### config.mk
export PLATFORM = sky130hd
export DESIGN_NAME = drts_regime_step
export DESIGN_NICKNAME = d
export VERILOG_FILES = /design/src/sv/drts_pkg.sv /design/src/sv/drts_regime_step.sv
export SDC_FILE = /design/constraint.sdc
export NUM_CORES = 1
export LEC_CHECK = 0
export ABC_AREA = 1
export BUFFER_PORTS_ARGS = -buffer_cell sky130_fd_sc_hd__buf_2
export CAP_MARGIN = 25
export CELL_PAD_IN_SITES_DETAIL_PLACEMENT = 1
export CELL_PAD_IN_SITES_GLOBAL_PLACEMENT = 1
export CORE_AREA = 2 2 92 94
export DETAILED_ROUTE_END_ITERATION = 12
export DIE_AREA = 0 0 94 96
export GPL_TIMING_DRIVEN = 0
export PLACE_DENSITY_LB_ADDON = 0.3
export SYNTH_ARGS = -nofsm -noshare
export SYNTH_HDL_FRONTEND = slang
export SYNTH_SLANG_ARGS = --single-unit
export TNS_END_PERCENT = 1
### constraint.sdc
create_clock -name vclk -period 16.6
set_input_delay 2.49 -clock vclk [all_inputs]
set_output_delay 2.49 -clock vclk [all_outputs]
set_load 0.1 [all_outputs]
### src/sv/drts_pkg.sv
// shared types, constants and the regime frequency table
package drts_pkg;

   localparam int unsigned NUM_REGIMES    = 4;
   localparam int unsigned PULSES_PER_REV = 2;
   localparam int unsigned TABLE_SIZE     = 4;
   localparam int unsigned NUM_ACTIVE     = (NUM_REGIMES < TABLE_SIZE) ? NUM_REGIMES : TABLE_SIZE;

   localparam int unsigned DUTY_W   = 10;
   localparam int unsigned HYST_W   = 8;
   localparam int unsigned REGIME_W = 3;
   localparam int unsigned ACTION_W = 2;
   localparam int unsigned FREQ_W   = 10;
   localparam int unsigned INDEX_W  = 3;

   localparam logic [HYST_W-1:0] HYST_MAX   = HYST_W'(200);
   localparam logic [HYST_W-1:0] HYST_RESET = HYST_W'(20);
   localparam int unsigned       FREQ_MAX   = 1023;

   // register indexes
   localparam logic [INDEX_W-1:0] REG_ENABLE = INDEX_W'(0);
   localparam logic [INDEX_W-1:0] REG_HYST   = INDEX_W'(1);
   localparam logic [INDEX_W-1:0] REG_THR_A  = INDEX_W'(2);
   localparam logic [INDEX_W-1:0] REG_THR_B  = INDEX_W'(3);
   localparam logic [INDEX_W-1:0] REG_THR_C  = INDEX_W'(4);
   localparam logic [INDEX_W-1:0] REG_THR_D  = INDEX_W'(5);

   // synthesizer actions
   localparam logic [ACTION_W-1:0] ACT_NONE  = ACTION_W'(0);
   localparam logic [ACTION_W-1:0] ACT_STOP  = ACTION_W'(1);
   localparam logic [ACTION_W-1:0] ACT_START = ACTION_W'(2);

   localparam logic [REGIME_W-1:0] REGIME_NONE = '0;
   localparam logic [REGIME_W-1:0] REGIME_MAX  = REGIME_W'(TABLE_SIZE);

   localparam logic [DUTY_W-1:0] THR_RESET [TABLE_SIZE] = '{
      DUTY_W'(430), DUTY_W'(480), DUTY_W'(530), DUTY_W'(560)
   };

   localparam int unsigned REGIME_RPM [TABLE_SIZE] = '{9000, 12000, 14000, 15600};

   // tach frequency for an rpm, rounded, held within 1..1023
   function automatic logic [FREQ_W-1:0] freq_of_rpm(input int unsigned rpm);
      int unsigned hz;
      hz = (rpm * PULSES_PER_REV + 30) / 60;
      if (hz == 0) begin
         hz = 1;
      end
      if (hz > FREQ_MAX) begin
         hz = FREQ_MAX;
      end
      return FREQ_W'(hz);
   endfunction

   localparam logic [FREQ_W-1:0] FREQ_TABLE [TABLE_SIZE] = '{
      freq_of_rpm(REGIME_RPM[0]), freq_of_rpm(REGIME_RPM[1]),
      freq_of_rpm(REGIME_RPM[2]), freq_of_rpm(REGIME_RPM[3])
   };

   typedef struct packed {
      logic              duty_valid;
      logic [DUTY_W-1:0] duty_tenths;
   } req_type;

   typedef struct packed {
      logic [REGIME_W-1:0] regime_now;
      logic                regime_changed;
      logic [ACTION_W-1:0] synth_action;
      logic [FREQ_W-1:0]   synth_freq_hz;
   } rsp_type;

   typedef struct packed {
      logic [INDEX_W-1:0] reg_index;
      logic [DUTY_W-1:0]  wdata;
   } csr_type;

   typedef struct packed {
      logic                               enable;
      logic [HYST_W-1:0]                  hyst;
      logic [TABLE_SIZE-1:0][DUTY_W-1:0]  thr;
   } cfg_type;

   typedef struct packed {
      logic [REGIME_W-1:0] regime;
      logic [FREQ_W-1:0]   last_freq;
      logic                running;
   } state_type;

endpackage

### src/sv/drts_regime_step.sv
// regime classification with hysteresis and synthesizer command for one sample
module drts_regime_step (
   input  drts_pkg::req_type   item,
   input  drts_pkg::cfg_type   cfg,
   input  drts_pkg::state_type cur,
   output drts_pkg::state_type nxt,
   output drts_pkg::rsp_type   result
);
   import drts_pkg::*;

   logic [REGIME_W-1:0] target;
   logic [DUTY_W-1:0]   entry;
   logic [DUTY_W-1:0]   exit_at;
   logic [REGIME_W-1:0] regime_sel;
   logic [FREQ_W-1:0]   freq;
   logic [FREQ_W-1:0]   last_eff;
   logic                changed;

   // highest regime whose entry the duty meets
   always_comb begin
      target = REGIME_NONE;
      for (int i = 0; i < NUM_ACTIVE; i++) begin
         if (item.duty_tenths >= cfg.thr[i]) begin
            target = REGIME_W'(i + 1);
         end
      end
   end

   always_comb begin
      entry = '0;
      for (int i = 0; i < TABLE_SIZE; i++) begin
         if (cur.regime == REGIME_W'(i + 1)) begin
            entry = cfg.thr[i];
         end
      end
   end

   // exit point floored at zero
   assign exit_at = ({2'b00, entry} > {{(DUTY_W - HYST_W + 2){1'b0}}, cfg.hyst}) ?
                    (entry - DUTY_W'(cfg.hyst)) : '0;

   always_comb begin
      regime_sel = cur.regime;
      if (target > cur.regime) begin
         regime_sel = target;
      end else if (target < cur.regime && cur.regime != REGIME_NONE &&
                   cur.regime <= REGIME_MAX && item.duty_tenths < exit_at) begin
         regime_sel = target;
      end
   end

   always_comb begin
      freq = '0;
      for (int i = 0; i < TABLE_SIZE; i++) begin
         if (regime_sel == REGIME_W'(i + 1)) begin
            freq = FREQ_TABLE[i];
         end
      end
   end

   assign changed  = (regime_sel != cur.regime);
   assign last_eff = changed ? '0 : cur.last_freq;

   always_comb begin
      nxt    = cur;
      result = '{regime_now: cur.regime, regime_changed: 1'b0,
                 synth_action: ACT_NONE, synth_freq_hz: '0};
      if (cfg.enable && item.duty_valid) begin
         nxt.regime                = regime_sel;
         nxt.last_freq             = last_eff;
         result.regime_now         = regime_sel;
         result.regime_changed     = changed;
         if (regime_sel == REGIME_NONE || regime_sel > REGIME_MAX || freq == '0) begin
            if (cur.running) begin
               nxt.running         = 1'b0;
               nxt.last_freq       = '0;
               result.synth_action = ACT_STOP;
            end else if (freq == '0 && regime_sel != REGIME_NONE) begin
               nxt.last_freq       = '0;
            end
         end else if (!(cur.running && freq == last_eff)) begin
            nxt.last_freq           = freq;
            nxt.running             = 1'b1;
            result.synth_action     = ACT_START;
            result.synth_freq_hz    = freq;
         end
      end
   end
endmodule

* Word-level counts from Yosys, hierarchy flattened *
Index checks and enable logic that the tools add are counted.

cells by class
  add/sub/neg operators = 1
  $mul = 0
  div/mod/pow operators = 0
  magnitude comparators = 10
  eq/ne operators = 10
  shift-type cells = 0
  mux-type cells = 26
  bitwise gates (word level) = 0
  reduce and logical (&&, ||, !) cells = 12

operators with widths
  kind                  count
  $mux W10              12
  $ge A10 B10 Y1        4
  $mux W11              2
  $mux W16              1
  $mux W3               5
  $mux W14              1
  $eq A3 B2 Y1 const B  4
  $mux W12              1
  $eq A10 B10 Y1        1
  $gt A10 B8 Y1         1
  $logic_not A10 Y1     1
  $lt A10 B10 Y1        1
  $sub A10 B8 Y10       1
  $mux W9               1
  $eq A3 B1 Y1 const B  2
  $eq A3 B3 Y1 const B  2
  $logic_and A1 B1 Y1   6
  $reduce_bool A3 Y1    2
  $gt A3 B3 Y1          1
  $gt A3 B3 Y1 const B  1
  $le A3 B3 Y1 const B  1
  $logic_not A3 Y1      1
  $lt A3 B3 Y1          1
  $ne A3 B3 Y1          1
  other kinds (3)       5

storage, ports and cells
  register bits after elaboration = 0
  bits in latches = 0
  bits in writable memories = 0
  bits in read-only memories = 0
  output and inout bits = 30
  logic and storage cells = 59
  memories kept = 0

* Logic depth before layout (Yosys ltp) *
  depth in word-level cells = 22
  depth in mapped cells = 47
  gate-level depth less buffers = 46

* Worst setup path before layout *
Ideal clock, no wire load.

  path kind = input port to output port
  start = input port cur[12] in the netlist's numbering
  end = output port result[14] in the netlist's numbering
  arrival time = 8.528 ns
  path slack = 5.582 ns
  cell stages on the path = 32
  buffers on the path = 2
  cells stage by stage = buf_6 > nand2_1 > nor2_1 > inv_1 > o221ai_1 > o21ai_0 > ha_1 > a21oi_1 > o21ai_0 > inv_1 > nor2_1 > nor2_1 > nor2_1 > nor2_1 > nor2_1 > nor2_1 > nor2_1 > nor2_1 > inv_1 > or2_2 > nand3_1 > ha_1 > nand2_1 > inv_1 > o21ai_0 > a21boi_0 > nor4_1 > nand2_2 > nand3_1 > nand2_4 > o21ai_0 > buf_4

RTL lines
  element      line                   text
  from (decl)  drts_regime_step.sv:5  input drts_pkg::state_type cur,
  to (decl)    drts_regime_step.sv:7  output drts_pkg::rsp_type result

==> impl_metrics.toml <==
[worst_setup_path]
worstPathArrival_ns = 8.95
worstPathMaxFanout = 8
crit_top_cell = "nor2_1"
critical_path_class = "primary input to output port"
cp-end-kind = "output port"
cp_slowest_cell = "buf_2"
cp_data_required_time_ns = 14.11
critPathLaunchType = "primary input"
max_stage_delay_ns = 0.41

[placement]
io_buffers = 103
place_congestion = 0.889
hpwlAfterDp_um = 9030

[routing]
num_vias = 3686
ant_nets = 0
dr.pass1.iters = 4
drc = 0
wl_um = 9970
wl_per_cell_um = 13.9
drtIter0Drc = 80
viasPerCell = 5.15

[logic_synthesis]
synth_nets = 645
synthCells = 508
seq_area_frac_synth = 0
yosys.area.top_type = "ha_1"
yosys_warnings = 0
synthesis.area_um2 = 2980
synth_cell_type_count = 36
yosys.area.top_type_share = 0.261
synth.avg_cell_area_um2 = 5.86
synth_area_leaders = "ha_1 (26%), nand2_1 (14%), inv_1 (11%), nor2_1 (6.9%), nand3_1 (6.6%)"

[sta]
fin_crit_sh = 0.689
finalHoldViolCount = 0
rsz0062_at_grt = "no"
max_slew_margin = 0.661
slew_violations = 0
setup_viol = 0
finalCriticalPeriod_ns = 11.44
timing.fmax_mhz = 87.4
fin_setup_tns_ns = 0
worst_pin_slew_ns = 0.508

[floorplan]
start_util = 0.370
die_area_um2 = 9020
dieWidth_um = 94
ios = 104
core_area_um2 = 8050
die_h_um = 96
rows = 33

[pwr]
internal_power_w = 0.0000701
switching_power_w = 0.000178
p_leak_nw = 2.15
p_seq_frac = 0
swShare = 0.717
p_per_area_nw_per_um2 = 68.5
pwr-share-comb = 1.000
pwr-share-clk = 0
ir_worst_vdd_uv = 17.3

[final_layout]
diodes = 0
multiInputGateArea_um2 = 2530
fin_util = 0.450
seq_cell_count = 0
syn_to_final_growth_pct = 21.7
final_common_cell = "nand2_1"
drive_above_1_share = 0.259
nets = 750
layout_common_cells = "nand2_1 (114), buf_2 (103), inv_1 (86)"
fillers = 1190
regArea_um2 = 0
nClkBuffers = 0

[job]
drv_cap = 0

[worst_hold_path]
worstHoldPathType = "primary input to output port"

[grt]
grt_pass1_vias = 3664
overflow = 0
track_usage = 0.221
grt_first_pass_wirelength_um = 16500
antenna_found_initial = 0
grt_max_degree = 11

[outcome]
status = "completed"

[clock_tree]
cts_hold_buf = 0
cts.repair.resized = 0
post_cts_buffers = 0
worst paths after layout:
| path | start | to | slack [ns] | cells past startpoint |
|---|---|---|---|---|
| min | cur[0] | result[10] | 5.50 | 4 |
| max | cur[13] | result[1] | 5.16 | 47 |
Yosys cell counts:
cell	number
buf_4	7
o2111ai_1	1
o21a_1	3
inv_2	8
clkbuf_1	2
nor3_2	1
o22ai_1	1
nand4_1	10
fa_1	1
buf_6	3
nand2_4	4
a221oi_1	1
nand3b_1	3
a21oi_2	1
nor2_1	55
o221ai_1	7
or2_2	3
o21bai_1	1
nand3_4	1
inv_1	86
a31oi_1	2
nor2_2	7
nand2_1	114
nor2_4	4
a21oi_1	25
o211ai_1	8
a21boi_0	1
ha_1	62
a21oi_4	2
nand3_1	39
nor4_1	4
o211ai_2	1
nand3_2	4
nand2_2	9
xor2_1	2
o21ai_0	25
layout make-up:
cell class,count,share of cell area
Multi-Input combinational cell,402,0.698
Timing Repair Buffer,103,0.142
Inverter,94,0.0974
Tap cell,105,0.0363
Buffer,12,0.0259
critical path: cells and delay by family:
| kind | cells | cell delay [ns] |
|---|---|---|
| buffers and inverters | 11 | 1.56 |
| AND/OR/NAND/NOR | 27 | 3.16 |
| AO/OA/AOI/OAI | 6 | 0.88 |
| adder cells (fa/ha/maj) | 3 | 0.85 |
per-layer routing:
layer | wire length (um) | GRT usage | vias to the layer above | share of wire
li1 | - | - | 1882 | -
met1 | 4340 | 0.258 | 1710 | 0.44
met2 | 5220 | 0.457 | 84 | 0.52
met3 | 286 | 0.00157 | 10 | 0.029
met4 | 126 | 0.0314 | 0 | 0.013
met5 | 0 | 0 | - | 0
power groups by stage:
stage | Sequential [W] | Clock (W) | Combinational [W]
2_1_floorplan | 0 | 0 | 0.000193
4_1_cts | 0 | 0 | 0.000249
3_5_place_dp | 0 | 0 | 0.000248
3_3_place_gp | 0 | 0 | 0.000241
6_report | 0 | 0 | 0.000248
5_1_grt | 0 | 0 | 0.000275
logic make-up (layout without fill, tap and decap cells):
family          Yosys count  count (layout)  share of synthesized area
compound gates           79              79                      0.168
buf+inv                 106             209                      0.150
simple gates            258             258                      0.409
xor+xnor                  2               2                    0.00589
fa+ha+maj                63              63                      0.267
metrics by stage:
stage / total power [W] / instance area (um2) / hold slack (ns) / instances / setup WS (ns)
6_report: 0.000248 / 3620 / 5.50 / 716 / 5.16
4_1_cts: 0.000249 / 3620 / 5.51 / 716 / 5.13
5_1_grt: 0.000275 / 3620 / 5.52 / 716 / 4.37
3_5_place_dp: 0.000248 / 3620 / 5.51 / 716 / 5.15
2_1_floorplan: 0.000193 / 2980 / 5.37 / 508 / 5.58
3_3_place_gp: 0.000241 / 3620 / 5.50 / 716 / 5.33
Power figures use the tool's default switching activity.
